==> config.mk <==
export PLATFORM = sky130hd
export DESIGN_NAME = char_lcd_escape_parser_unit
export DESIGN_NICKNAME = d
export VERILOG_FILES = /design/src/design/clep_pkg.sv /design/src/design/char_lcd_escape_parser_unit.sv /design/src/design/clep_csr.sv /design/src/design/clep_parser.sv
export SDC_FILE = /design/constraint.sdc
export NUM_CORES = 1
export LEC_CHECK = 0
export ABC_AREA = 0
export BUFFER_PORTS_ARGS = -buffer_cell sky130_fd_sc_hd__buf_4
export CORE_MARGIN = 1.5
export CORE_UTILIZATION = 50
export DETAILED_ROUTE_END_ITERATION = 16
export GPL_TIMING_DRIVEN = 0
export PLACE_DENSITY = 0.72
export SLEW_MARGIN = 20
export SYNTH_ARGS = -nofsm -noshare
export SYNTH_HDL_FRONTEND = slang
export SYNTH_SLANG_ARGS = --single-unit
==> constraint.sdc <==
create_clock -name clock -period 6.7 [get_ports clock]
set_clock_uncertainty 0.2 [all_clocks]
set_input_delay 0 -clock clock [delete_from_list [all_inputs] [get_ports clock]]
set_output_delay 0 -clock clock [all_outputs]
set_load 0.02 [all_outputs]
==> src/design/clep_pkg.sv <==
`default_nettype none

package clep_pkg;

   // Number of display rows the controller can address at most.
   localparam int unsigned MAX_ROWS = 4;

   localparam int unsigned CHAR_WIDTH     = 8;
   localparam int unsigned LINES_WIDTH    = 3;
   localparam int unsigned ROW_WIDTH      = 2;
   localparam int unsigned CTRL_WIDTH     = 3;
   localparam int unsigned ESC_NUM        = 5;
   localparam int unsigned COUNT_WIDTH    = 3;
   localparam int unsigned CSR_ADDR_WIDTH = 3;
   localparam int unsigned CSR_DATA_WIDTH = 32;

   // Register index of line_count on the configuration port.
   localparam logic REG_LINE_COUNT = 1'b0;

   localparam logic [LINES_WIDTH-1:0] LINE_COUNT_RESET   = 3'd4;
   localparam logic [CTRL_WIDTH-1:0]  DISPLAY_CTRL_RESET = 3'b100;

   // Characters of interest.
   localparam logic [CHAR_WIDTH-1:0] CH_ESC    = 8'h1b;
   localparam logic [CHAR_WIDTH-1:0] CH_LF     = 8'h0a;
   localparam logic [CHAR_WIDTH-1:0] CH_LBRACK = 8'h5b;
   localparam logic [CHAR_WIDTH-1:0] CH_QUERY  = 8'h3f;
   localparam logic [CHAR_WIDTH-1:0] CH_SEMI   = 8'h3b;
   localparam logic [CHAR_WIDTH-1:0] CH_ZERO   = 8'h30;
   localparam logic [CHAR_WIDTH-1:0] CH_TWO    = 8'h32;
   localparam logic [CHAR_WIDTH-1:0] CH_FIVE   = 8'h35;
   localparam logic [CHAR_WIDTH-1:0] CH_NINE   = 8'h39;
   localparam logic [CHAR_WIDTH-1:0] CH_UPPER_J = 8'h4a;
   localparam logic [CHAR_WIDTH-1:0] CH_UPPER_H = 8'h48;
   localparam logic [CHAR_WIDTH-1:0] CH_LOWER_H = 8'h68;
   localparam logic [CHAR_WIDTH-1:0] CH_LOWER_L = 8'h6c;

   // Controller command codes and register select values.
   localparam logic [CHAR_WIDTH-1:0] CMD_CLEAR    = 8'h01;
   localparam logic [CHAR_WIDTH-1:0] CMD_DISPLAY  = 8'h08;
   localparam logic [CHAR_WIDTH-1:0] CMD_SET_ADDR = 8'h80;
   localparam logic RS_COMMAND = 1'b0;
   localparam logic RS_DATA    = 1'b1;

   typedef struct packed {
      logic                  valid;
      logic [CHAR_WIDTH-1:0] bus_byte;
      logic                  reg_select;
   } result_type;

   // Start address of each display row.
   function automatic logic [CHAR_WIDTH-1:0] row_base(input logic [ROW_WIDTH-1:0] row);
      logic [CHAR_WIDTH-1:0] base;
      case (row)
         2'd0:    base = 8'h00;
         2'd1:    base = 8'h40;
         2'd2:    base = 8'h14;
         default: base = 8'h54;
      endcase
      return base;
   endfunction

   // Number of rows actually in use: zero counts as one, the top is capped.
   function automatic logic [LINES_WIDTH-1:0] lines_in_use(
      input logic [LINES_WIDTH-1:0] line_count);
      logic [LINES_WIDTH-1:0] lines;
      lines = line_count;
      if (lines == '0) begin
         lines = LINES_WIDTH'(1);
      end
      if (lines > LINES_WIDTH'(MAX_ROWS)) begin
         lines = LINES_WIDTH'(MAX_ROWS);
      end
      return lines;
   endfunction

   // Two-digit decimal value; the low nibble of an ASCII digit is its value.
   function automatic logic [CHAR_WIDTH-1:0] two_digits(
      input logic [CHAR_WIDTH-1:0] tens, input logic [CHAR_WIDTH-1:0] units);
      logic [CHAR_WIDTH-1:0] t;
      t = {4'b0000, tens[3:0]};
      return (t << 3) + (t << 1) + {4'b0000, units[3:0]};
   endfunction

endpackage

`default_nettype wire

==> src/design/char_lcd_escape_parser_unit.sv <==
`default_nettype none

// Escape sequence parser for a character display controller. Each input
// transaction carries one text character; it yields at most one output
// transaction holding a byte for the controller and a register select
// (0 for the command register, 1 for the data register). Plain characters
// pass through as data, a newline becomes a set-address command for column 0
// of the next row, and ESC[2J, ESC[?25h, ESC[?25l and ESC[r;cH (one- or
// two-digit numbers) become clear, cursor on, cursor off and set-address
// commands; any other escape sequence produces nothing. The design takes one
// character per clock cycle: a character is captured in an input register,
// decoded by the parser against its small state registers once the output
// register can take the result, and the command or data byte lands in the
// output register. The output register is refilled in the same cycle in
// which it is emptied, so full throughput holds as long as the consumer keeps
// rsp_ready high. line_count (byte address 0 of the configuration port, reset
// value 4) sets the number of display rows and should only be written while
// the block is idle.

module char_lcd_escape_parser_unit (
   input  wire logic                                 clock,
   input  wire logic                                 reset,

   input  wire logic                                 req_valid,
   output logic                                      req_ready,
   input  wire logic [clep_pkg::CHAR_WIDTH-1:0]      req_char_in,

   output logic                                      rsp_valid,
   input  wire logic                                 rsp_ready,
   output logic      [clep_pkg::CHAR_WIDTH-1:0]      rsp_bus_byte,
   output logic                                      rsp_reg_select,

   input  wire logic                                 csr_psel,
   input  wire logic                                 csr_penable,
   input  wire logic                                 csr_pwrite,
   input  wire logic [clep_pkg::CSR_ADDR_WIDTH-1:0]  csr_paddr,
   input  wire logic [clep_pkg::CSR_DATA_WIDTH-1:0]  csr_pwdata,
   output logic      [clep_pkg::CSR_DATA_WIDTH-1:0]  csr_prdata,
   output logic                                      csr_pready
);

   logic [clep_pkg::LINES_WIDTH-1:0] line_count;

   // Input register: holds one character waiting to be decoded.
   logic                            in_valid_ff, in_valid_in;
   logic [clep_pkg::CHAR_WIDTH-1:0] char_ff, char_in;

   // Output register: holds one finished transaction for the consumer.
   logic                            rsp_valid_ff, rsp_valid_in;
   logic [clep_pkg::CHAR_WIDTH-1:0] bus_byte_ff, bus_byte_in;
   logic                            reg_select_ff, reg_select_in;

   logic                 req_accept;
   logic                 advance;
   clep_pkg::result_type result;

   clep_csr u_csr (
      .clock      (clock),
      .reset      (reset),
      .psel       (csr_psel),
      .penable    (csr_penable),
      .pwrite     (csr_pwrite),
      .paddr      (csr_paddr),
      .pwdata     (csr_pwdata),
      .prdata     (csr_prdata),
      .pready     (csr_pready),
      .line_count (line_count)
   );

   // The held character is decoded when the output register is free or is
   // being emptied in this very cycle. Every decode steps the parser state,
   // whether or not it produces an output transaction.
   assign advance    = in_valid_ff && (!rsp_valid_ff || rsp_ready);
   assign req_ready  = !in_valid_ff || advance;
   assign req_accept = req_valid && req_ready;

   clep_parser u_parser (
      .clock      (clock),
      .reset      (reset),
      .advance    (advance),
      .char_in    (char_ff),
      .line_count (line_count),
      .result     (result)
   );

   always_comb begin
      in_valid_in = in_valid_ff;
      char_in     = char_ff;
      if (req_accept) begin
         in_valid_in = 1'b1;
         char_in     = req_char_in;
      end else if (advance) begin
         in_valid_in = 1'b0;
      end
   end

   always_comb begin
      rsp_valid_in  = rsp_valid_ff;
      bus_byte_in   = bus_byte_ff;
      reg_select_in = reg_select_ff;
      if (advance) begin
         rsp_valid_in  = result.valid;
         bus_byte_in   = result.bus_byte;
         reg_select_in = result.reg_select;
      end else if (rsp_ready) begin
         rsp_valid_in = 1'b0;
      end
   end

   always_ff @(posedge clock) begin
      if (reset) begin
         in_valid_ff  <= 1'b0;
         rsp_valid_ff <= 1'b0;
      end else begin
         in_valid_ff  <= in_valid_in;
         rsp_valid_ff <= rsp_valid_in;
      end
   end

   always_ff @(posedge clock) begin
      char_ff       <= char_in;
      bus_byte_ff   <= bus_byte_in;
      reg_select_ff <= reg_select_in;
   end

   assign rsp_valid      = rsp_valid_ff;
   assign rsp_bus_byte   = bus_byte_ff;
   assign rsp_reg_select = reg_select_ff;

endmodule

`default_nettype wire

==> src/design/clep_csr.sv <==
`default_nettype none

module clep_csr (
   input  wire logic                                 clock,
   input  wire logic                                 reset,
   input  wire logic                                 psel,
   input  wire logic                                 penable,
   input  wire logic                                 pwrite,
   input  wire logic [clep_pkg::CSR_ADDR_WIDTH-1:0]  paddr,
   input  wire logic [clep_pkg::CSR_DATA_WIDTH-1:0]  pwdata,
   output logic      [clep_pkg::CSR_DATA_WIDTH-1:0]  prdata,
   output logic                                      pready,
   output logic      [clep_pkg::LINES_WIDTH-1:0]     line_count
);

   logic [clep_pkg::LINES_WIDTH-1:0] line_count_ff;
   logic [clep_pkg::LINES_WIDTH-1:0] line_count_in;
   logic                             reg_hit;

   // Registers sit on word addresses, so the word index is the top address bit.
   assign reg_hit = (paddr[clep_pkg::CSR_ADDR_WIDTH-1] == clep_pkg::REG_LINE_COUNT);

   always_comb begin
      line_count_in = line_count_ff;
      if (psel && penable && pwrite && pready && reg_hit) begin
         line_count_in = pwdata[clep_pkg::LINES_WIDTH-1:0];
      end
   end

   always_ff @(posedge clock) begin
      if (reset) begin
         line_count_ff <= clep_pkg::LINE_COUNT_RESET;
      end else begin
         line_count_ff <= line_count_in;
      end
   end

   assign pready     = 1'b1;
   assign prdata     = reg_hit ? clep_pkg::CSR_DATA_WIDTH'(line_count_ff) : '0;
   assign line_count = line_count_ff;

endmodule

`default_nettype wire

==> src/design/clep_parser.sv <==
`default_nettype none

module clep_parser (
   input  wire logic                                clock,
   input  wire logic                                reset,
   input  wire logic                                advance,
   input  wire logic [clep_pkg::CHAR_WIDTH-1:0]     char_in,
   input  wire logic [clep_pkg::LINES_WIDTH-1:0]    line_count,
   output clep_pkg::result_type                     result
);

   // Position within an escape sequence.
   localparam logic [clep_pkg::COUNT_WIDTH-1:0] POS_ESC     = 3'd0;
   localparam logic [clep_pkg::COUNT_WIDTH-1:0] POS_BRACKET = 3'd1;
   localparam logic [clep_pkg::COUNT_WIDTH-1:0] POS_FIRST   = 3'd2;
   localparam logic [clep_pkg::COUNT_WIDTH-1:0] POS_SECOND  = 3'd3;
   localparam logic [clep_pkg::COUNT_WIDTH-1:0] POS_THIRD   = 3'd4;
   localparam logic [clep_pkg::COUNT_WIDTH-1:0] POS_FOURTH  = 3'd5;
   localparam logic [clep_pkg::COUNT_WIDTH-1:0] POS_FIFTH   = 3'd6;

   logic [clep_pkg::COUNT_WIDTH-1:0] esc_count_ff, esc_count_in;
   logic [clep_pkg::CHAR_WIDTH-1:0]  digit_mask_ff, digit_mask_in;
   logic [clep_pkg::CHAR_WIDTH-1:0]  esc_chars_ff [clep_pkg::ESC_NUM];
   logic [clep_pkg::CHAR_WIDTH-1:0]  esc_chars_in [clep_pkg::ESC_NUM];
   logic [clep_pkg::ROW_WIDTH-1:0]   current_row_ff, current_row_in;
   logic [clep_pkg::CTRL_WIDTH-1:0]  display_ctrl_ff, display_ctrl_in;

   logic                             is_digit;
   logic                             keep;
   logic                             place_req;
   logic [clep_pkg::CHAR_WIDTH-1:0]  place_col;
   logic [clep_pkg::CHAR_WIDTH-1:0]  place_row;
   logic [clep_pkg::CHAR_WIDTH-1:0]  m;
   logic [clep_pkg::CHAR_WIDTH-1:0]  e2, e3, e4, e5, e6;
   logic [clep_pkg::LINES_WIDTH-1:0] lines;
   logic [clep_pkg::CHAR_WIDTH-1:0]  row_clamped;
   logic [clep_pkg::CTRL_WIDTH-1:0]  ctrl_next;

   assign is_digit = (char_in >= clep_pkg::CH_ZERO) && (char_in <= clep_pkg::CH_NINE);
   assign lines    = clep_pkg::lines_in_use(line_count);

   always_comb begin
      esc_count_in    = esc_count_ff;
      digit_mask_in   = digit_mask_ff;
      esc_chars_in    = esc_chars_ff;
      current_row_in  = current_row_ff;
      display_ctrl_in = display_ctrl_ff;
      result          = '0;
      keep            = 1'b0;
      place_req       = 1'b0;
      place_col       = '0;
      place_row       = '0;
      ctrl_next       = display_ctrl_ff;
      row_clamped     = '0;
      m               = '0;
      e2 = '0; e3 = '0; e4 = '0; e5 = '0; e6 = '0;

      if (char_in == clep_pkg::CH_LF) begin
         // A newline moves to column 0 of the next row, even inside an escape.
         place_req = 1'b1;
         place_row = clep_pkg::CHAR_WIDTH'(current_row_ff) + 8'd1;
      end else if (esc_count_ff != POS_ESC || char_in == clep_pkg::CH_ESC) begin
         if (esc_count_ff > POS_BRACKET) begin
            for (int i = 0; i < clep_pkg::ESC_NUM; i++) begin
               if (esc_count_ff == clep_pkg::COUNT_WIDTH'(i + 2)) begin
                  esc_chars_in[i] = char_in;
               end
            end
            if (is_digit) begin
               digit_mask_in = digit_mask_ff | 8'd1 | (8'd1 << esc_count_ff);
            end else begin
               digit_mask_in = digit_mask_ff & 8'hfe;
            end
         end
         m  = digit_mask_in;
         e2 = esc_chars_in[0];
         e3 = esc_chars_in[1];
         e4 = esc_chars_in[2];
         e5 = esc_chars_in[3];
         e6 = esc_chars_in[4];

         case (esc_count_ff)
            POS_ESC: begin
               keep = 1'b1;
            end
            POS_BRACKET: begin
               digit_mask_in = '0;
               keep = (char_in == clep_pkg::CH_LBRACK);
            end
            POS_FIRST: begin
               keep = (char_in == clep_pkg::CH_TWO) || (char_in == clep_pkg::CH_QUERY) || m[0];
            end
            POS_SECOND: begin
               if (e2 == clep_pkg::CH_QUERY) begin
                  keep = (char_in == clep_pkg::CH_TWO);
               end else if (e2 == clep_pkg::CH_TWO && char_in == clep_pkg::CH_UPPER_J) begin
                  current_row_in    = '0;
                  result.valid      = 1'b1;
                  result.bus_byte   = clep_pkg::CMD_CLEAR;
                  result.reg_select = clep_pkg::RS_COMMAND;
               end else begin
                  keep = m[2] && ((char_in == clep_pkg::CH_SEMI) || m[0]);
               end
            end
            POS_THIRD: begin
               if (e2 == clep_pkg::CH_QUERY) begin
                  keep = (e3 == clep_pkg::CH_TWO) && (char_in == clep_pkg::CH_FIVE);
               end else if (m[2]) begin
                  if (e3 == clep_pkg::CH_SEMI && m[0]) begin
                     keep = 1'b1;
                  end else if (m[3] && char_in == clep_pkg::CH_SEMI) begin
                     keep = 1'b1;
                  end
               end
            end
            POS_FOURTH: begin
               if (e2 == clep_pkg::CH_QUERY) begin
                  if (e3 == clep_pkg::CH_TWO && e4 == clep_pkg::CH_FIVE) begin
                     if (char_in == clep_pkg::CH_LOWER_H) begin
                        ctrl_next    = display_ctrl_ff | 3'b010;
                        result.valid = 1'b1;
                     end else if (char_in == clep_pkg::CH_LOWER_L) begin
                        ctrl_next    = display_ctrl_ff & 3'b101;
                        result.valid = 1'b1;
                     end
                     if (result.valid) begin
                        display_ctrl_in   = ctrl_next;
                        result.bus_byte   = clep_pkg::CMD_DISPLAY | {5'b00000, ctrl_next};
                        result.reg_select = clep_pkg::RS_COMMAND;
                     end
                  end
               end else if (m[2]) begin
                  if (e3 == clep_pkg::CH_SEMI && m[4]) begin
                     if (char_in == clep_pkg::CH_UPPER_H) begin
                        place_req = 1'b1;
                        place_col = {4'b0000, e4[3:0]};
                        place_row = {4'b0000, e2[3:0]};
                     end else if (m[0]) begin
                        keep = 1'b1;
                     end
                  end else if (m[3] && e4 == clep_pkg::CH_SEMI && m[0]) begin
                     keep = 1'b1;
                  end
               end
            end
            POS_FIFTH: begin
               if (m[2]) begin
                  if (e3 == clep_pkg::CH_SEMI && m[4] && m[5]
                      && char_in == clep_pkg::CH_UPPER_H) begin
                     place_req = 1'b1;
                     place_col = clep_pkg::two_digits(e4, e5);
                     place_row = {4'b0000, e2[3:0]};
                  end else if (m[3] && e4 == clep_pkg::CH_SEMI && m[5]) begin
                     if (char_in == clep_pkg::CH_UPPER_H) begin
                        place_req = 1'b1;
                        place_col = {4'b0000, e5[3:0]};
                        place_row = clep_pkg::two_digits(e2, e3);
                     end else if (m[0]) begin
                        keep = 1'b1;
                     end
                  end
               end
            end
            default: begin
               // The last possible character: it ends the sequence whatever it is.
               if (m[2] && m[3] && e4 == clep_pkg::CH_SEMI && m[5] && m[6]
                   && char_in == clep_pkg::CH_UPPER_H) begin
                  place_req = 1'b1;
                  place_col = clep_pkg::two_digits(e5, e6);
                  place_row = clep_pkg::two_digits(e2, e3);
               end
            end
         endcase

         esc_count_in = keep ? esc_count_ff + 3'd1 : POS_ESC;
      end else begin
         result.valid      = 1'b1;
         result.bus_byte   = char_in;
         result.reg_select = clep_pkg::RS_DATA;
      end

      if (place_req) begin
         if (place_row >= clep_pkg::CHAR_WIDTH'(lines)) begin
            row_clamped = clep_pkg::CHAR_WIDTH'(lines) - 8'd1;
         end else begin
            row_clamped = place_row;
         end
         current_row_in    = row_clamped[clep_pkg::ROW_WIDTH-1:0];
         result.valid      = 1'b1;
         result.bus_byte   = clep_pkg::CMD_SET_ADDR
                           | (place_col + clep_pkg::row_base(row_clamped[clep_pkg::ROW_WIDTH-1:0]));
         result.reg_select = clep_pkg::RS_COMMAND;
      end
   end

   always_ff @(posedge clock) begin
      if (reset) begin
         esc_count_ff    <= POS_ESC;
         digit_mask_ff   <= '0;
         current_row_ff  <= '0;
         display_ctrl_ff <= clep_pkg::DISPLAY_CTRL_RESET;
      end else if (advance) begin
         esc_count_ff    <= esc_count_in;
         digit_mask_ff   <= digit_mask_in;
         current_row_ff  <= current_row_in;
         display_ctrl_ff <= display_ctrl_in;
      end
   end

   always_ff @(posedge clock) begin
      if (advance) begin
         esc_chars_ff <= esc_chars_in;
      end
   end

endmodule

`default_nettype wire
==> results by group, run 1 <==
Synthesis
  • XOR/XNOR Fraction of Synth Area: 1.241%
  • Warnings from Yosys: 0
  • Main combinational cell family by area after synthesis: simple AND/OR/NAND/NOR gates
  • Top cells by area, synth: edfxtp_1, ha_1, dfxtp_1, nand2_1, buf_4
  • Compound-Gate Fraction of Synth Area: 18.51%
  • Share of the synthesized area in the top cell type: 29.77%
  • Mux contribution to synthesized area: 3.519%
  • Sequential element share of the synthesized area: 36.25%
  • Adder-cell share of the synthesized area: 10.78%
  • Gate Count Post-Synth: 534
  • Number of synthesized flops with an enable pin: 49
  • Synth area leader: edfxtp_1
  • Top FF cell, synth: edfxtp_1
  • Synthesized area: 4942 sq um
  • Syn avg cell area: 9.255 sq um
  • Cell variety after synth: 81
  • Synth async-reset ratio: 0%
  • #FFs+latches synth: 65
  • Simple-gate portion of the synthesized area: 20.20%

Power and ir drop
  • Net switching power: 0.2156 mW
  • Switching Fraction: 25.05%
  • P per Cell Area: 148.1 nW/um^2
  • Worst vdd ir: 0.1181 mV
  • Power Internal: 0.6450 mW
  • Clk pwr share: 38.6%
  • Sequential power share: 51.1%
  • Leakage: 2.316 nW
  • Combinational group share of total power: 10.3%

Route
  • DR iter-0 viols: 408
  • Detailed Routing Iterations Pass 1: 5
  • WL/cell: 17.28 um
  • Drt via density: 5.797
  • Post-route ant nets: 0
  • DRC viols: 0
  • Via count: 4406
  • Routed WL: 13.13 mm

Clocking
  • PostCTS Resize Cnt: 0
  • Setup bufs post-CTS: 0
  • Clk slew on worst S/H paths: 70 ps
  • CTS Buffer Depth: 2
  • CTS tree: yes
  • Root buffer cell: clkbuf_8
  • Clock buffer count from CTS: 9
  • Clock sinks: 65
  • Clock insertion delay at the later pin of the skew report: 360 ps
  • Number of H-tree levels: 3
  • CTS Hold Buffers Added: 17

Placed design
  • DP Area: 5454 sq um
  • Detailed Place HPWL: 9.960 mm
  • Placed insts: 727
  • GP Congestion: 0.9516
  • IO Port Bufs: 32

Timing
  • Hold Vio Cnt, Final: 0
  • Worst-case hold slack: 76.23 ps
  • Slew Limit Headroom: 47.32%
  • Worst Max-Slew Pin Slew: 786.5 ps
  • Final TNS setup: 0 ps
  • Final Critical Period: 6276 ps
  • Finish-stage setup viols: 0
  • RSZ-0062 raised after global routing: no
  • Slew Limit Fails: 0
  • FMAX: 0.1593 GHz
  • Final Cycle Share: 93.67%

Worst hold path
  • Hold WC Path Type: in2out

Outcome
  • Status: finished clean

Final layout
  • Nets: 711
  • Non-Filler Instances: 760
  • Fin area: 5812 sq um
  • Area Overhead vs Synth: 17.59%
  • Share of cells above drive strength 1: 18.18%
  • Antenna Cells: 0
  • Fill cells: 848

Critical path
  • CP Launch Type: flip-flop
  • WS Path Type: reg2reg
  • Critical path required time: 6600 ps
  • Critical path data arrival time: 6180 ps
  • Maximum fanout along the worst path: 10
  • Element type at the critical path end: flip-flop

Run
  • Max-cap violations: 0

Floorplanning
  • Number of top-level pins: 94
  • Die area: 10490 sq um
  • Core Rows: 36
  • Starting density of the core: 51.03%
  • Chip Width: 102.4 um
  • Core Region: 9684 sq um
  • Die Ht: 102.4 um

Global route
  • GR Util All Layers: 26.15%
  • Total grt overflow: 0
  • Vias in the first global route: 4144
  • First-pass GRT wire length: 20.93 mm
  • Initial antenna violation count: 0
  • Largest net degree at the start of global routing: 36
[cell usage after synthesis (5+ instances only)]
cell and count:
nor2b_1 7, nor2_1 24, nor4_1 5, ha_1 33, dfxtp_1 16, nand2_1 70
inv_1 33, nor3_1 15, a31oi_1 10, mux2_2 7, xnor2_1 6, or3_1 5
nand2b_1 7, clkbuf_1 12, o21ai_0 28, fa_1 6, a21oi_1 31, nand3_1 11
mux2i_1 8, edfxtp_1 49, a21o_1 8, and3_1 6, buf_4 31
[through the flow]
stage / utilization (%) / total power, mW / setup slack (ps)
final: 60.01 / 0.8606 / 424.2
after global routing: 60.01 / 0.8867 / 42.76
after CTS: 60.01 / 0.8602 / 561.5
after detailed placement: 56.32 / 0.5287 / 610.1
after global placement: 56.32 / 0.5276 / 700.9
after floorplan: - / 0.5028 / 1512
[kinds of logic (layout without fill, tap and decap cells)]
family | Yosys count | count (layout)
AND/OR/NAND/NOR | 186 | 186
AO/OA/AOI/OAI | 133 | 133
buffers and inverters | 86 | 151
flip-flops | 65 | 65
adder cells (fa/ha/maj) | 39 | 39
multiplexers | 16 | 16
XOR/XNOR | 7 | 7
other | 2 | 30
[cell usage in the layout (no fill, tap or decap), types with 6 or more instances in the layout]
master	n
dlygate4sd3_1	17
nor2_1	24
ha_1	33
inv_1	32
xnor2_1	6
and3_1	6
nor3_1	15
a31oi_1	10
a21o_1	8
mux2i_1	8
buf_4	63
o21ai_0	28
fa_1	6
mux2_2	7
a21oi_1	31
nor2b_1	7
conb_1	30
dfxtp_1	16
nand2_1	70
edfxtp_1	49
nand3_1	11
nand2b_1	7
clkbuf_8	9
clkbuf_1	14
[path summary, 6_finish.rpt]
path                        startpoint                   endpoint  slack (ps)  depth (start not counted)
max           u_parser.esc_count_ff[2]            rsp_bus_byte[6]         420                         25
min                       csr_paddr[2]              csr_prdata[2]          80                          3
min reg2reg  u_parser.digit_mask_ff[6]  u_parser.digit_mask_ff[6]         280                          2
max reg2reg   u_parser.esc_count_ff[2]            rsp_bus_byte[6]         420                         25
[registers in the layout, indices dropped and copies added, names as in the netlist]
signal and count:
u_parser.esc_chars_ff 32, rsp_reg_select 1, in_valid_ff 1, u_parser.esc_count_ff 3, u_parser.digit_mask_ff 6, u_parser.current_row_ff 2
char_ff 8, u_csr.line_count 3, rsp_bus_byte 8, rsp_valid 1
[power groups by stage]
stage,sequential (mW),combinational (mW),clock (mW)
after CTS,0.440,0.0875,0.333
after global routing,0.440,0.0958,0.351
final,0.440,0.0889,0.332
after floorplan,0.451,0.0521,0
after global placement,0.448,0.0792,0
after detailed placement,0.449,0.0800,0
[layout make-up]
class                   instances  area [sq um]  area share [%]
repair buffers                 49         410.4           7.061
well taps                     133         166.4           2.863
clock inverters                 5         56.30          0.9688
multi-input cells             411          2794           48.07
flip-flops and latches         65          1792           30.83
clock buffers                  11         131.4           2.260
inverters                      33         123.9           2.131
plain buffers                  53         337.8           5.813
[worst max-delay path, stage by stage, from the launching register on]
cell	delay (ps)
dfxtp_1	340
buf_4	180
clkbuf_1	400
inv_1	130
ha_1	260
o21ai_0	240
clkbuf_1	360
o21ai_0	240
ha_1	330
ha_1	170
inv_1	60
fa_1	380
a211oi_1	180
mux2i_1	100
nor4_1	340
a21oi_1	150
o21a_1	170
nor3_1	250
mux2_4	360
ha_1	240
ha_1	220
a21oi_1	150
nor3_1	70
xnor2_1	290
a21o_1	120
nand3_1	80
[routing by layer]
layer / vias to the layer above / track usage, % / part of all wire [%] / wire length [um]
met2: 220 / 42.79 / 46 / 6067
met1: 2062 / 34.52 / 42 / 5565
met3: 41 / 4.309 / 8.2 / 1075
li1: 2083 / - / - / -
met5: - / 0 / 0 / 0
met4: 0 / 10.54 / 3.2 / 421
Power figures use the tool's default switching activity.
==> run 2: changes to the inputs <==
- CELL_PAD_IN_SITES_DETAIL_PLACEMENT: not set -> 0
- CELL_PAD_IN_SITES_GLOBAL_PLACEMENT: not set -> 1
- CORE_UTILIZATION: 50 -> 43
- PLACE_DENSITY: 0.72 -> 0.8
- SLEW_MARGIN: 20 -> 40
==> results by group, run 2 (synthesis results as in run 1) <==
Power and ir drop
  • Leakage: 2.368 nW
  • Worst vdd ir: 0.09313 mV
  • P per Cell Area: 165.4 nW/um^2

Timing
  • Final TNS setup: 0 ps
  • FMAX: 0.1648 GHz
  • Worst Max-Slew Pin Slew: 831.8 ps
  • Finish-stage setup viols: 0
  • Final Critical Period: 6067 ps
  • Slew Limit Headroom: 43.96%
  • Final Cycle Share: 90.55%
  • Slew Limit Fails: 0
  • RSZ-0062 raised after global routing: no
  • Hold Vio Cnt, Final: 0

Global route
  • Vias in the first global route: 4146
  • Total grt overflow: 0
  • GR Util All Layers: 24.64%
  • Initial antenna violation count: 0
  • Largest net degree at the start of global routing: 36
  • First-pass GRT wire length: 22.04 mm

Clocking
  • Clk slew on worst S/H paths: 50 ps
  • CTS Buffer Depth: 2
  • PostCTS Resize Cnt: 0
  • CTS tree: yes
  • Clock sinks: 65
  • Root buffer cell: clkbuf_16
  • Number of H-tree levels: 3
  • Clock buffer count from CTS: 9
  • Clock insertion delay at the later pin of the skew report: 340 ps

Final layout
  • Area Overhead vs Synth: 19.92%
  • Nets: 712
  • Antenna Cells: 0
  • Share of cells above drive strength 1: 18.18%
  • Max reg flops: 32
  • Layout Utilization: 53.73%
  • Most frequent cells in the layout: nand2_1, buf_4, edfxtp_1, ha_1, inv_1
  • Largest Register: u_parser.esc_chars_ff
  • Most common cell after layout, fill and taps aside: nand2_1

Route
  • DR iter-0 viols: 317
  • WL/cell: 18.59 um
  • Post-route ant nets: 0
  • Detailed Routing Iterations Pass 1: 5
  • Drt via density: 5.722
  • Routed WL: 14.26 mm
  • DRC viols: 0
  • Via count: 4389

Floorplanning
  • Die Ht: 110.2 um
  • Core Region: 11030 sq um
  • Chip Width: 110.2 um
  • Core Rows: 38
  • Starting density of the core: 44.80%
  • Die area: 12150 sq um
  • Number of top-level pins: 94

Run
  • Max-cap violations: 0

Critical path
  • WP buf/inv: 5
  • Worst path max stage delay: 410 ps
  • Cell mode on critical path: ha_1
  • CP top delay family: adder cells
  • Critical path data arrival time: 5940 ps
  • Element type at the critical path end: flip-flop
  • Maximum fanout along the worst path: 10
  • R2R setup slack: 630 ps
  • Critical path required time: 6570 ps
  • CP Launch Type: flip-flop
  • WS Path Type: reg2reg
  • Slowest CP cell: clkbuf_1

Outcome
  • Status: finished clean

Placed design
  • Detailed Place HPWL: 10.62 mm
  • IO Port Bufs: 32
  • GP Congestion: 0.9256

Worst hold path
  • Hold WC Path Type: in2out
==> run 2: changes by cell type in the layout (fill, tap and decap cells not counted) <==
cell	change
clkbuf_16	+9
clkbuf_8	-9
a31oi_1	-1
a31oi_2	+1
clkinv_2	+1
clkinv_4	-1
clkinvlp_4	-1
dlygate4sd3_1	+1
==> run 2: power by group <==
group | switching [mW] | internal, mW | leakage (nW) | total, mW
Combinational | 0.0524 | 0.0379 | 1.76 | 0.0903
Clock | 0.166 | 0.284 | 0.139 | 0.450
Sequential | 0.00360 | 0.437 | 0.467 | 0.441
Total | 0.222 | 0.759 | 2.37 | 0.981
==> run 2: cell type report <==
type / instances / area, sq um
Fill cell: 1064 / 5104
Multi-Input combinational cell: 411 / 2800
Sequential cell: 65 / 1792
Timing Repair Buffer: 50 / 420.4
Buffer: 53 / 337.8
Clock buffer: 11 / 232.7
Tap cell: 140 / 175.2
Inverter: 33 / 123.9
Clock inverter: 4 / 45.04
==> run 2: metrics by stage <==
stage                     worst slack (ps)  power, mW  instance area (sq um)  std cells  hold WS [ps]
final                                633.0     0.9805                   5927        767         72.95
after global routing                 189.2      1.011                   5927        767         80.40
after CTS                            671.3     0.9881                   5927        767         73.81
after detailed placement             714.0     0.5297                   5469        734        -19.82
after global placement               671.0     0.5292                   5463        734        -22.03
after floorplan                       1512     0.5028                   5047        562        -130.9
==> run 2: worst register-to-register path, cell delays in order (launching register included) <==
cell and delay [ps]:
dfxtp_1 340, buf_4 180, clkbuf_1 410, inv_1 120
ha_1 260, o21ai_0 220, clkbuf_1 350, o21ai_0 180
ha_1 300, ha_1 160, inv_1 50, fa_1 380
a211oi_1 190, mux2i_1 110, nor4_1 350, a21oi_1 150
o21a_1 170, nor3_1 240, mux2_4 360, ha_1 230
ha_1 210, a21oi_1 150, nor3_1 70, xnor2_1 230
a21o_1 120, nand3_1 80
==> run 2: per-layer routing <==
layer | part of all wire [%] | vias to the layer above | global-route usage, % | wire length [um]
met5 | 0 | - | 0 | 0
met4 | 1.4 | 0 | 8.700 | 196
met3 | 5.7 | 16 | 3.821 | 807
met2 | 48 | 175 | 40.64 | 6902
met1 | 45 | 2109 | 32.84 | 6353
li1 | - | 2089 | - | -
==> run 2: repair_timing <==
item / in CTS / in global routing
endpoints found under the hold margin: 18 / 0
hold buffers: 18 / 0
buffers inserted: 0 / 0
==> run 2: final timing paths <==
kind                                  start                         to  depth (start not counted)
hold reg to reg   u_parser.digit_mask_ff[6]  u_parser.digit_mask_ff[6]                          2
setup reg to reg   u_parser.esc_count_ff[2]            rsp_bus_byte[6]                         25
hold / removal                 csr_paddr[2]              csr_prdata[2]                          3
setup / recovery   u_parser.esc_count_ff[2]            rsp_bus_byte[6]                         25
